`config.mk`:
```
export PLATFORM = sky130hd
export DESIGN_NAME = top_n_busiest_days
export DESIGN_NICKNAME = d
export VERILOG_FILES = /design/src/rtl/tnbd_pkg.sv /design/src/rtl/top_n_busiest_days.sv /design/src/rtl/tnbd_queue.sv /design/src/rtl/tnbd_front.sv /design/src/rtl/tnbd_back.sv
export SDC_FILE = /design/constraint.sdc
export NUM_CORES = 2
export LEC_CHECK = 0
export ABC_AREA = 0
export BUFFER_PORTS_ARGS = -buffer_cell sky130_fd_sc_hd__buf_2
export CORE_MARGIN = 2
export CORE_UTILIZATION = 63
export CTS_CLUSTER_SIZE = 40
export DETAILED_ROUTE_END_ITERATION = 10
export PLACE_DENSITY = 0.8
export SLEW_MARGIN = 25
export SYNTH_ARGS = -nofsm -noshare
export SYNTH_HDL_FRONTEND = slang
export SYNTH_SLANG_ARGS = --single-unit
```
`constraint.sdc`:
```
create_clock -name clock -period 15.5 [get_ports clock]
set_input_delay 3.1 -clock clock [delete_from_list [all_inputs] [get_ports clock]]
set_output_delay 3.1 -clock clock [all_outputs]
set_load 0.01 [all_outputs]
```
`src/rtl/tnbd_pkg.sv`:
```
// ----------------------------------------------------------------------------
// tnbd_pkg
// Shared widths, field positions and command types for the busiest-days ranker.
// ----------------------------------------------------------------------------
`default_nettype none

package tnbd_pkg;

   localparam int DAY_W    = 5;
   localparam int MONTH_W  = 4;
   localparam int YEAR_W   = 12;
   localparam int DATE_W   = DAY_W + MONTH_W + YEAR_W;
   localparam int RANK_W   = 4;
   localparam int MSG_W    = 24;
   localparam int CSR_W    = 5;
   localparam int OUT_LIMIT = 16;

   // date word is {year, month, day}
   localparam int DAY_LSB   = 0;
   localparam int MONTH_LSB = DAY_W;
   localparam int YEAR_LSB  = DAY_W + MONTH_W;

   localparam logic [CSR_W-1:0] RANKS_RESET = CSR_W'(10);

   typedef enum logic {
      OP_MSG = 1'b0,
      OP_EOS = 1'b1
   } op_type;

   // what the back end has to do for one queued command
   typedef struct packed {
      logic file;     // file the closed day into the table
      logic report;   // then report the table
   } cmd_flags_type;

   localparam int FLAGS_W = $bits(cmd_flags_type);

endpackage

`default_nettype wire

```
`src/rtl/top_n_busiest_days.sv`:
```
// ----------------------------------------------------------------------------
// top_n_busiest_days
// Counts messages per calendar day and keeps a ranked table of the busiest days.
// ----------------------------------------------------------------------------
//   channel  | handshake           | payload
//   ---------+---------------------+---------------------------------------------
//   req      | req_push / req_full | op, day, month, year
//   rsp      | rsp_pop / rsp_empty | rank, rank_day, rank_month, rank_year,
//            |                     | message_count, last
//   csr      | csr_we              | csr_wdata (ranks in use)
//
// Date items are taken one per cycle while the command queue is not full; a day change queues one table insert.
// End of stream: any open day is filed, then one result per cycle while rsp_pop is held for
// 1..16 ranks, paced by the single output register.
// A 4-entry command queue sits between the counter front end and the table; req_full
// rises only when it is full.
// Synchronous active-high reset clears the table, counts and queue; ranks = 10.
// ----------------------------------------------------------------------------
`default_nettype none

module top_n_busiest_days #(
   parameter int MAX_RANKS  = 16,
   parameter int COUNT_BITS = 24
) (
   input  wire logic                           clock,
   input  wire logic                           reset,
   input  wire logic                           req_push,
   output logic                                req_full,
   input  wire logic                           req_op,
   input  wire logic [tnbd_pkg::DAY_W-1:0]     req_day,
   input  wire logic [tnbd_pkg::MONTH_W-1:0]   req_month,
   input  wire logic [tnbd_pkg::YEAR_W-1:0]    req_year,
   output logic                                rsp_empty,
   input  wire logic                           rsp_pop,
   output logic [tnbd_pkg::RANK_W-1:0]         rsp_rank,
   output logic [tnbd_pkg::DAY_W-1:0]          rsp_rank_day,
   output logic [tnbd_pkg::MONTH_W-1:0]        rsp_rank_month,
   output logic [tnbd_pkg::YEAR_W-1:0]         rsp_rank_year,
   output logic [tnbd_pkg::MSG_W-1:0]          rsp_message_count,
   output logic                                rsp_last,
   input  wire logic                           csr_we,
   input  wire logic [tnbd_pkg::CSR_W-1:0]     csr_wdata
);

   import tnbd_pkg::*;

   localparam int Q_DEPTH = 4;
   localparam int Q_W     = FLAGS_W + DATE_W + COUNT_BITS;

   logic [CSR_W-1:0]      ranks_ff;
   logic                  req_accept;
   logic                  cmd_push;
   cmd_flags_type         push_flags;
   logic [DATE_W-1:0]     push_date;
   logic [COUNT_BITS-1:0] push_count;
   logic [Q_W-1:0]        pop_word;
   logic                  cmd_empty;
   logic                  cmd_pop;
   cmd_flags_type         pop_flags;
   logic [DATE_W-1:0]     pop_date;
   logic [COUNT_BITS-1:0] pop_count;
   logic [DATE_W-1:0]     out_date;

   always_ff @(posedge clock) begin
      if (reset) begin
         ranks_ff <= RANKS_RESET;
      end else if (csr_we) begin
         ranks_ff <= csr_wdata;
      end
   end

   assign req_accept = req_push && !req_full;

   tnbd_front #(
      .COUNT_BITS (COUNT_BITS)
   ) u_front (
      .clock     (clock),
      .reset     (reset),
      .accept    (req_accept),
      .op        (req_op),
      .date      ({req_year, req_month, req_day}),
      .cmd_push  (cmd_push),
      .cmd_flags (push_flags),
      .cmd_date  (push_date),
      .cmd_count (push_count)
   );

   tnbd_queue #(
      .WIDTH (Q_W),
      .DEPTH (Q_DEPTH)
   ) u_queue (
      .clock     (clock),
      .reset     (reset),
      .push      (cmd_push),
      .push_data ({push_flags, push_date, push_count}),
      .full      (req_full),
      .pop       (cmd_pop),
      .pop_data  (pop_word),
      .empty     (cmd_empty)
   );

   assign {pop_flags, pop_date, pop_count} = pop_word;

   tnbd_back #(
      .MAX_RANKS  (MAX_RANKS),
      .COUNT_BITS (COUNT_BITS)
   ) u_back (
      .clock     (clock),
      .reset     (reset),
      .ranks_cfg (ranks_ff),
      .cmd_empty (cmd_empty),
      .cmd_flags (pop_flags),
      .cmd_date  (pop_date),
      .cmd_count (pop_count),
      .cmd_pop   (cmd_pop),
      .out_empty (rsp_empty),
      .out_pop   (rsp_pop),
      .out_rank  (rsp_rank),
      .out_date  (out_date),
      .out_count (rsp_message_count),
      .out_last  (rsp_last)
   );

   assign rsp_rank_day   = out_date[DAY_LSB +: DAY_W];
   assign rsp_rank_month = out_date[MONTH_LSB +: MONTH_W];
   assign rsp_rank_year  = out_date[YEAR_LSB +: YEAR_W];

endmodule

`default_nettype wire

```
`src/rtl/tnbd_queue.sv`:
```
// ----------------------------------------------------------------------------
// tnbd_queue
// Small register queue between the front and back ends.
// ----------------------------------------------------------------------------
`default_nettype none

module tnbd_queue #(
   parameter int WIDTH = 8,
   parameter int DEPTH = 4
) (
   input  wire logic             clock,
   input  wire logic             reset,
   input  wire logic             push,
   input  wire logic [WIDTH-1:0] push_data,
   output logic                  full,
   input  wire logic             pop,
   output logic [WIDTH-1:0]      pop_data,
   output logic                  empty
);

   localparam int PTR_W = (DEPTH > 1) ? $clog2(DEPTH) : 1;
   localparam int CNT_W = $clog2(DEPTH + 1);

   logic [WIDTH-1:0] entry_ff [DEPTH];
   logic [PTR_W-1:0] wr_ptr_ff, wr_ptr_in;
   logic [PTR_W-1:0] rd_ptr_ff, rd_ptr_in;
   logic [CNT_W-1:0] count_ff, count_in;
   logic             do_push;
   logic             do_pop;

   assign full     = (count_ff == CNT_W'(DEPTH));
   assign empty    = (count_ff == '0);
   assign pop_data = entry_ff[rd_ptr_ff];
   assign do_push  = push && !full;
   assign do_pop   = pop && !empty;

   always_comb begin
      wr_ptr_in = wr_ptr_ff;
      rd_ptr_in = rd_ptr_ff;
      count_in  = count_ff;
      if (do_push) begin
         wr_ptr_in = (wr_ptr_ff == PTR_W'(DEPTH - 1)) ? '0 : wr_ptr_ff + PTR_W'(1);
      end
      if (do_pop) begin
         rd_ptr_in = (rd_ptr_ff == PTR_W'(DEPTH - 1)) ? '0 : rd_ptr_ff + PTR_W'(1);
      end
      if (do_push && !do_pop) begin
         count_in = count_ff + CNT_W'(1);
      end else if (do_pop && !do_push) begin
         count_in = count_ff - CNT_W'(1);
      end
   end

   always_ff @(posedge clock) begin
      if (reset) begin
         wr_ptr_ff <= '0;
         rd_ptr_ff <= '0;
         count_ff  <= '0;
      end else begin
         wr_ptr_ff <= wr_ptr_in;
         rd_ptr_ff <= rd_ptr_in;
         count_ff  <= count_in;
      end
   end

   always_ff @(posedge clock) begin
      if (do_push) begin
         entry_ff[wr_ptr_ff] <= push_data;
      end
   end

   a_count_bound: assert property (@(posedge clock) disable iff (reset)
      count_ff <= CNT_W'(DEPTH))
      else $error("queue fill count above depth");

   a_ptr_track: assert property (@(posedge clock) disable iff (reset)
      (do_push && !do_pop) |=> (count_ff == $past(count_ff) + CNT_W'(1)))
      else $error("queue count did not follow a push");

endmodule

`default_nettype wire

```
`src/rtl/tnbd_front.sv`:
```
// ----------------------------------------------------------------------------
// tnbd_front
// Accepts date items, counts the open day's run and queues file/report work.
// ----------------------------------------------------------------------------
`default_nettype none

module tnbd_front #(
   parameter int COUNT_BITS = 24
) (
   input  wire logic                          clock,
   input  wire logic                          reset,
   input  wire logic                          accept,
   input  wire logic                          op,
   input  wire logic [tnbd_pkg::DATE_W-1:0]   date,
   output logic                               cmd_push,
   output tnbd_pkg::cmd_flags_type            cmd_flags,
   output logic [tnbd_pkg::DATE_W-1:0]        cmd_date,
   output logic [COUNT_BITS-1:0]              cmd_count
);

   import tnbd_pkg::*;

   localparam logic [COUNT_BITS-1:0] COUNT_MAX = '1;

   logic [DATE_W-1:0]     cur_date_ff, cur_date_in;
   logic [COUNT_BITS-1:0] run_cnt_ff, run_cnt_in;
   logic                  day_open;
   logic                  same_day;

   assign day_open  = (run_cnt_ff != '0);
   assign same_day  = day_open && (date == cur_date_ff);
   assign cmd_date  = cur_date_ff;
   assign cmd_count = run_cnt_ff;

   always_comb begin
      cur_date_in      = cur_date_ff;
      run_cnt_in       = run_cnt_ff;
      cmd_push         = 1'b0;
      cmd_flags.file   = day_open;
      cmd_flags.report = 1'b0;
      if (accept) begin
         case (op_type'(op))
            OP_MSG: begin
               if (same_day) begin
                  if (run_cnt_ff != COUNT_MAX) begin
                     run_cnt_in = run_cnt_ff + COUNT_BITS'(1);
                  end
               end else begin
                  cmd_push    = day_open;
                  cur_date_in = date;
                  run_cnt_in  = COUNT_BITS'(1);
               end
            end
            OP_EOS: begin
               cmd_push         = 1'b1;
               cmd_flags.report = 1'b1;
               cur_date_in      = '0;
               run_cnt_in       = '0;
            end
            default: begin
               cmd_push = 1'b0;
            end
         endcase
      end
   end

   always_ff @(posedge clock) begin
      if (reset) begin
         cur_date_ff <= '0;
         run_cnt_ff  <= '0;
      end else begin
         cur_date_ff <= cur_date_in;
         run_cnt_ff  <= run_cnt_in;
      end
   end

   a_msg_opens_day: assert property (@(posedge clock) disable iff (reset)
      (accept && op == OP_MSG) |=> run_cnt_ff != '0)
      else $error("message item left no day open");

endmodule

`default_nettype wire

```
`src/rtl/tnbd_back.sv`:
```
// ----------------------------------------------------------------------------
// tnbd_back
// Ranked table with parallel compare-and-shift insertion, and the report walk.
// ----------------------------------------------------------------------------
`default_nettype none

module tnbd_back #(
   parameter int MAX_RANKS  = 16,
   parameter int COUNT_BITS = 24
) (
   input  wire logic                          clock,
   input  wire logic                          reset,
   input  wire logic [tnbd_pkg::CSR_W-1:0]    ranks_cfg,
   input  wire logic                          cmd_empty,
   input  wire tnbd_pkg::cmd_flags_type       cmd_flags,
   input  wire logic [tnbd_pkg::DATE_W-1:0]   cmd_date,
   input  wire logic [COUNT_BITS-1:0]         cmd_count,
   output logic                               cmd_pop,
   output logic                               out_empty,
   input  wire logic                          out_pop,
   output logic [tnbd_pkg::RANK_W-1:0]        out_rank,
   output logic [tnbd_pkg::DATE_W-1:0]        out_date,
   output logic [tnbd_pkg::MSG_W-1:0]         out_count,
   output logic                               out_last
);

   import tnbd_pkg::*;

   localparam int LIMIT = (MAX_RANKS < OUT_LIMIT) ? MAX_RANKS : OUT_LIMIT;
   localparam int IDX_W = (MAX_RANKS > 1) ? $clog2(MAX_RANKS) : 1;
   localparam int CMP_W = 7;

   typedef enum logic {
      ST_IDLE,
      ST_REPORT
   } state_type;

   state_type             state_ff;
   logic [IDX_W-1:0]      idx_ff;
   logic [CSR_W-1:0]      n_ff;
   logic                  out_valid_ff;
   logic [RANK_W-1:0]     out_rank_ff;
   logic [DATE_W-1:0]     out_date_ff;
   logic [MSG_W-1:0]      out_count_ff;
   logic                  out_last_ff;

   logic [DATE_W-1:0]     tbl_date_ff [MAX_RANKS];
   logic [COUNT_BITS-1:0] tbl_cnt_ff  [MAX_RANKS];
   logic [DATE_W-1:0]     tbl_date_in [MAX_RANKS];
   logic [COUNT_BITS-1:0] tbl_cnt_in  [MAX_RANKS];

   logic [CSR_W-1:0]      n_act;
   logic [MAX_RANKS-1:0]  hit_pre;
   logic                  do_file;
   logic                  load_out;
   logic                  last_idx;
   logic [MSG_W-1:0]      cnt_ext;

   // clamp the ranks register to 1..LIMIT
   always_comb begin
      if (ranks_cfg == '0) begin
         n_act = CSR_W'(1);
      end else if (ranks_cfg > CSR_W'(LIMIT)) begin
         n_act = CSR_W'(LIMIT);
      end else begin
         n_act = ranks_cfg;
      end
   end

   assign cmd_pop = (state_ff == ST_IDLE) && !cmd_empty;
   assign do_file = cmd_pop && cmd_flags.file;

   // insertion: first active slot with a strictly smaller count takes the new day,
   // active slots after it take their upper neighbor, the bottom one drops out
   assign hit_pre[0] = 1'b0;

   for (genvar i = 0; i < MAX_RANKS; i++) begin : g_slot
      logic active;
      logic gt;
      assign active = (i < int'(n_act));
      assign gt     = active && (cmd_count > tbl_cnt_ff[i]);

      if (i < MAX_RANKS - 1) begin : g_chain
         assign hit_pre[i+1] = hit_pre[i] || gt;
      end

      if (i == 0) begin : g_top
         always_comb begin
            tbl_date_in[i] = tbl_date_ff[i];
            tbl_cnt_in[i]  = tbl_cnt_ff[i];
            if (gt) begin
               tbl_date_in[i] = cmd_date;
               tbl_cnt_in[i]  = cmd_count;
            end
         end
      end else begin : g_rest
         always_comb begin
            tbl_date_in[i] = tbl_date_ff[i];
            tbl_cnt_in[i]  = tbl_cnt_ff[i];
            if (active && hit_pre[i]) begin
               tbl_date_in[i] = tbl_date_ff[i-1];
               tbl_cnt_in[i]  = tbl_cnt_ff[i-1];
            end else if (gt) begin
               tbl_date_in[i] = cmd_date;
               tbl_cnt_in[i]  = cmd_count;
            end
         end
      end
   end

   always_ff @(posedge clock) begin
      if (reset) begin
         for (int i = 0; i < MAX_RANKS; i++) begin
            tbl_date_ff[i] <= '0;
            tbl_cnt_ff[i]  <= '0;
         end
      end else if (do_file) begin
         for (int i = 0; i < MAX_RANKS; i++) begin
            tbl_date_ff[i] <= tbl_date_in[i];
            tbl_cnt_ff[i]  <= tbl_cnt_in[i];
         end
      end
   end

   // report walk
   assign load_out = (state_ff == ST_REPORT) && (!out_valid_ff || out_pop);
   assign last_idx = ((CMP_W'(idx_ff) + CMP_W'(1)) == CMP_W'(n_ff));
   assign cnt_ext  = MSG_W'(tbl_cnt_ff[idx_ff]);

   always_ff @(posedge clock) begin
      if (reset) begin
         state_ff     <= ST_IDLE;
         idx_ff       <= '0;
         n_ff         <= CSR_W'(1);
         out_valid_ff <= 1'b0;
      end else begin
         if (load_out) begin
            out_valid_ff <= 1'b1;
         end else if (out_pop) begin
            out_valid_ff <= 1'b0;
         end
         case (state_ff)
            ST_IDLE: begin
               if (cmd_pop && cmd_flags.report) begin
                  state_ff <= ST_REPORT;
                  idx_ff   <= '0;
                  n_ff     <= n_act;
               end
            end
            ST_REPORT: begin
               if (load_out) begin
                  if (last_idx) begin
                     state_ff <= ST_IDLE;
                  end else begin
                     idx_ff <= idx_ff + IDX_W'(1);
                  end
               end
            end
            default: begin
               state_ff <= ST_IDLE;
            end
         endcase
      end
      if (load_out) begin
         out_rank_ff  <= RANK_W'(idx_ff);
         out_date_ff  <= tbl_date_ff[idx_ff];
         out_count_ff <= cnt_ext;
         out_last_ff  <= last_idx;
      end
   end

   assign out_empty = !out_valid_ff;
   assign out_rank  = out_rank_ff;
   assign out_date  = out_date_ff;
   assign out_count = out_count_ff;
   assign out_last  = out_last_ff;

   a_idx_in_range: assert property (@(posedge clock) disable iff (reset)
      (state_ff == ST_REPORT) |-> (CMP_W'(idx_ff) < CMP_W'(n_ff)))
      else $error("report index past active ranks");

   a_no_overwrite: assert property (@(posedge clock) disable iff (reset)
      (out_valid_ff && !out_pop) |=> ($stable(out_rank_ff) && $stable(out_date_ff)))
      else $error("waiting result item overwritten");

endmodule

`default_nettype wire

```
**Word level (Yosys, flattened, before mapping)**

Memories as Yosys holds them, arrays and structs flattened. A register that Yosys moved wholly into a read port is not among the register bits.
Cells that the tools add are included.

- Input port bits: 32
- Bits in registers: 73
- Memories: 3
- RAM bits: 908

Memories:

| memory | depth | width | read ports | clocked after Yosys merged registers in | wr ports | RTL line | RTL |
|---|---|---|---|---|---|---|---|
| u_back.tbl_cnt_ff | 16 | 24 | 17 | 1 | 16 | tnbd_back.sv:48 | `logic [COUNT_BITS-1:0] tbl_cnt_ff [MAX_RANKS];` |
| u_back.tbl_date_ff | 16 | 21 | 16 | 1 | 16 | tnbd_back.sv:47 | `logic [DATE_W-1:0] tbl_date_ff [MAX_RANKS];` |
| u_queue.entry_ff | 4 | 47 | 1 | 1 | 1 | tnbd_queue.sv:24 | `logic [WIDTH-1:0] entry_ff [DEPTH];` |

- $lt $le $gt $ge: 33
- Equal/unequal tests: 12
- Reductions and logical operators: 71
- Multiplexer cells: 129
- Bitwise logic cells: 34
- Add/subtract/negate cells: 7

Operators with widths:

| kind | number |
|---|---|
| 24-bit two-way mux | 49 |
| 21-bit two-way mux | 48 |
| 24-bit greater-than comparator | 16 |
| 24-bit one-hot mux with 2 select lines | 1 |
| 21-bit one-hot mux with 2 select lines | 1 |
| 1-bit logical AND | 41 |
| 4-bit by 5-bit < comparator with 1-bit output, first input constant | 8 |
| 1-bit OR | 32 |
| 24-bit by 1-bit adder with 24-bit output, second input constant | 1 |
| 24-bit inequality test, second input constant | 1 |
| 24-bit nonzero test | 1 |
| 21-bit equality test | 1 |
| 3-bit by 5-bit < comparator with 1-bit output, first input constant | 4 |
| 1-bit two-way mux | 16 |
| 1-bit logical OR | 15 |
| 4-bit two-way mux | 3 |
| 1-bit by 5-bit < comparator with 1-bit output, first input constant | 2 |
| 2-bit by 5-bit < comparator with 1-bit output, first input constant | 2 |
| 5-bit two-way mux | 2 |
| 2-bit inequality test, second input constant | 5 |
| 2-bit two-way mux | 4 |
| 4-bit one-hot mux with 2 select lines | 1 |
| 2-bit AND reduction | 4 |
| 7-bit by 5-bit equality test with 1-bit output | 1 |
| other kinds (17) | 27 |

**Logic depth before layout (Yosys ltp)**

- Depth in word-level cells: 23
- Depth in mapped cells: 17

**Modules after synthesis**

From an unflattened synthesis, not the netlist that was laid out.

- Cells, all modules: 5191
- Area total of the unflattened synthesis: 60595.6 µm²

By module, submodules not included:

| module | seq. area each (µm²) | times used | cells an instance | area an instance (µm²) |
|---|---|---|---|---|
| tnbd_back | 23342.4 | 1 | 4568 | 50576.0 |
| tnbd_queue | 5825.6 | 1 | 295 | 7269.5 |
| tnbd_front | 900.9 | 1 | 311 | 2561.2 |
| top_n_busiest_days | 100.1 | 1 | 17 | 188.9 |

**Worst setup path after synthesis**

Ideal clock, no wire load.

- Path kind: reg2reg
- Start point: reg with a tool-made name
- End point: mem u_back.tbl_cnt_ff[4][0] (enable)
- Clock period less this slack: 8.369 ns
- Arrival: 7.859 ns
- Setup slack: 7.131 ns
- Stages on the path, launching flop included: 17
- Library setup time: 0.510 ns
- Buffers on the path: 5
- Cell sequence: dfxtp_1 -> buf_1 -> buf_1 -> mux4_2 -> clkbuf_1 -> ha_1 -> nand4_1 -> nor4_2 -> nand4_1 -> o211ai_1 -> a21oi_4 -> and3_1 -> a21oi_1 -> buf_2 -> buf_2 -> nor2_1 -> o21ai_0

RTL lines:

| what | RTL line |
|---|---|
| to (decl) | tnbd_back.sv:48 |

==> results.sh <==
export IMPL_cts_resized=0
export IMPL_syn_nets=5395
export IMPL_cpMostUsedCell="buf_4"
export IMPL_first_global_vias=41700
export IMPL_synth_top_area_share_pct=48.9
export IMPL_coreArea_um2=92900
export IMPL_synth_top_family_by_area="multiplexers"
export IMPL_worstSetupPathType="reg2reg"
export IMPL_syn_mean_instance_area_um2=11.8
export IMPL_via_per_inst=6.90
export IMPL_post_cts_buffers=0
export IMPL_grt_max_degree=191
export IMPL_routed_wl_um=183000
export IMPL_max_stage_delay_ns=0.86
export IMPL_hold_buffers=0
export IMPL_start_kind="register"
export IMPL_multi_input_area_um2=26000
export IMPL_min_period_ns=7.41
export IMPL_hold_viol_final=0
export IMPL_synth_cell_types=72
export IMPL_holdWs_ns=0.474
export IMPL_path_cells="buf_12, mux4_2, ha_1, nand4_1, nor4_1, o31ai_1, a31oi_1, a21oi_4, buf_4, nor2_4, buf_4, inv_2, a21o_1, nand2_2, buf_4"
export IMPL_drt_iter0_drc=6214
export IMPL_ys_async_sr_fraction_pct=0
export IMPL_chipHeight_um=310
export IMPL_synthCells=4969
export IMPL_yosys_area_top_type="edfxtp_1"
export IMPL_grt_pass1_wl_um=268000
export IMPL_cts_path_max_buffers=3
export IMPL_cts_sinks=1028
export IMPL_path_max_fanout=28
export IMPL_synth_edf_count=958
export IMPL_power_total_uw=12400
export IMPL_synthMuxAreaShare_pct=17.4
export IMPL_leakage_uw=0.0254
export IMPL_post_route_period_util_pct=47.8
export IMPL_synth_compound_area_share_pct=7.05
export IMPL_gr_usage_all_layers_pct=38.2
export IMPL_num_antenna_cells=0
export IMPL_ir_drop_mv=0.125
export IMPL_final_util_pct=69.0
export IMPL_endpoint_kind="register"
export IMPL_hold_path_depth=0
export IMPL_synth_ff_type="edfxtp_1"
export IMPL_grt_antenna_before_repair=5
export IMPL_r2r_cells=15
export IMPL_io_buffers=83
export IMPL_dpl_cell_area_um2=60500
export IMPL_synth_common_cells="edfxtp_1 (958), nor2_1 (535), nand2_1 (521), inv_1 (445), mux2i_1 (411)"
export IMPL_cts_tree="built"
export IMPL_die_w_um=310
export IMPL_synthXorXnorAreaFrac_pct=0.685
export IMPL_setup_tns_ns=0
export IMPL_power_density_nw_per_um2=193
export IMPL_grt_overflow=0
export IMPL_synth_warnings=0
export IMPL_wl_per_cell_um=29.1
export IMPL_synthMostInstantiatedCell="edfxtp_1"
export IMPL_seq_area_um2=30200
export IMPL_synth_fa_ha_area_share_pct=8.39
export IMPL_clk_latency_ns=0.74
export IMPL_min_path_type="reg2reg"
export IMPL_ant_nets=0
export IMPL_rsz0062_at_grt="false"
export IMPL_worst_ep_required_time_ns=15.85
export IMPL_ys_seq_area_share_pct=51.3
export IMPL_hp_start="u_back.idx_ff[2]"
export IMPL_max_cap_violations=0
export IMPL_cts_buffers=106
export IMPL_dr_pass1_iters=6
export IMPL_gp_congestion=1.00
export IMPL_min_to="u_back.out_rank[2]"
export IMPL_clock_fmax_mhz=135
export IMPL_area_growth_pct=9.04
export IMPL_final_area_um2=64100
export IMPL_crit_arrival_ns=7.75
export IMPL_finalClockSkew_ns=0.0504
export IMPL_nNetsFinal=5349
export IMPL_drive_gt1_share_pct=13.1
export IMPL_slowest_stage="mux4_2"
export IMPL_synth_ff_latch_count=1028
export IMPL_start_util_pct=63.3
export IMPL_num_vias=43200
export IMPL_die_area_um2=95800
export IMPL_relSlewSlack_pct=19.3
export IMPL_nFillCells=6360
export IMPL_synth_simple_area_share_pct=10.0
export IMPL_status="completed"
export IMPL_synth_area_leaders="edfxtp_1 (49%), mux4_2 (10%), ha_1 (8.4%)"
export IMPL_dp_hpwl_um=117000
export IMPL_reg2reg_slack_ns=8.09
export IMPL_cts_root_buf="clkbuf_16"
export IMPL_num_rows=112
export IMPL_clkTransAtPathRegs_ns=0.07
export IMPL_htree_levels=3
export IMPL_io_pins=84
export IMPL_drcViolationCount=0
export IMPL_worst_pin_slew_ns=1.21
export IMPL_setup_viol=0
export IMPL_synth_cell_area_um2=58800
export IMPL_slew_violations=0
export IMPL_r2r_end="u_back.tbl_cnt_ff[2][21]"
==> state kept, by name (all words and copies together), names as in the netlist, 2 cells and up, named ones only <==
register	count
u_back.tbl_cnt_ff	384
u_back.tbl_date_ff	336
u_queue.entry_ff	188
u_back.out_count	24
u_front.cmd_count	24
u_back.out_date	21
u_front.cmd_date	21
ranks_ff	5
u_back.n_ff	5
u_back.idx_ff	4
u_back.out_rank	4
u_queue.count_ff	3
u_queue.rd_ptr_ff	2
u_queue.wr_ptr_ff	2
==> area by class of cell <==
cell class | count | share of cell area, %
Inverter | 446 | 2.62
Clock buffer | 132 | 4.41
Timing Repair Buffer | 162 | 1.77
Sequential cell | 1028 | 47.1
Clock inverter | 64 | 1.13
Tap cell | 1254 | 2.45
Multi-Input combinational cell | 3179 | 40.6
==> routing by layer <==
layer / vias up / track usage [%] / share of wire [%]
met2: 3332 / 57.1 / 44
met5: - / 0 / 0.042
met4: 10 / 19.8 / 5.7
li1: 18200 / - / -
met3: 618 / 11.2 / 14
met1: 21100 / 50.9 / 35
==> worst max path at each step <==
| stage | startpoint | end | slack (ns) | cells after the start |
|---|---|---|---|---|
| floorplan | register | u_back.tbl_cnt_ff[4][0] | 7.13 | 16 |
| global placement | register | u_back.tbl_cnt_ff[2][16] | 7.83 | 14 |
| detailed placement | register | u_back.tbl_cnt_ff[2][19] | 8.15 | 14 |
| CTS | register | u_back.tbl_cnt_ff[2][23] | 8.11 | 14 |
| global route | register | u_back.tbl_cnt_ff[14][9] | 7.98 | 13 |
| finish | register | u_back.tbl_cnt_ff[2][21] | 8.09 | 15 |
==> stage by stage <==
step,setup WS (ns),cells
final,8.09,6265
after global routing,7.98,6265
after CTS,8.11,6262
after detailed placement,8.15,6066
after global placement,7.83,6064
after floorplan,7.13,4969
==> layout by cell type, fill, tap and decap left out, types with 12 or more instances in the layout <==
master,synthesis,layout
xor2_1,17,17
buf_2,16,82
edfxtp_1,958,958
and3_1,13,13
clkinv_1,0,17
o21ai_0,163,158
clkbuf_16,0,106
dfxtp_1,70,64
and4_1,12,12
nor3_1,43,43
inv_1,445,443
nor4_1,16,14
a21oi_1,249,247
nand3_1,93,93
xnor2_1,29,29
mux4_2,272,272
nand2_1,521,516
o31ai_1,83,77
a21o_1,25,25
mux2i_1,411,411
nor2_1,535,533
ha_1,393,393
buf_4,14,71
clkbuf_1,240,18
a211oi_1,13,13
clkinv_2,0,21
a22o_1,21,21
nand4_1,81,81
nor2b_1,18,18
o211ai_1,19,19
==> logic make-up (layout without fill, tap and decap cells) <==
logic type      count (synthesis)  in the layout
mux                           683            683
flops                        1028           1028
buf+inv                       762            804
simple gates                 1380           1380
compound gates                676            676
xor+xnor                       46             46
fa+ha+maj                     394            394
==> worst max-delay path, delay by kind of cell (launching register included) <==
kind                     cells  cell delay, ns
buffers and inverters        5            2.32
AND/OR/NAND/NOR              4            1.61
AO/OA/AOI/OAI                4            1.02
multiplexers                 1            0.86
flip-flops                   1            0.64
adder cells (fa/ha/maj)      1            0.46
==> power by group <==
part           switching [µW]  internal (µW)  total [µW]
registers                 503           3970        4480
clock network            1160           1490        2650
logic                    3380           1850        5230
total                    5040           7310       12400
No activity file was read; power rests on OpenSTA's default activity.
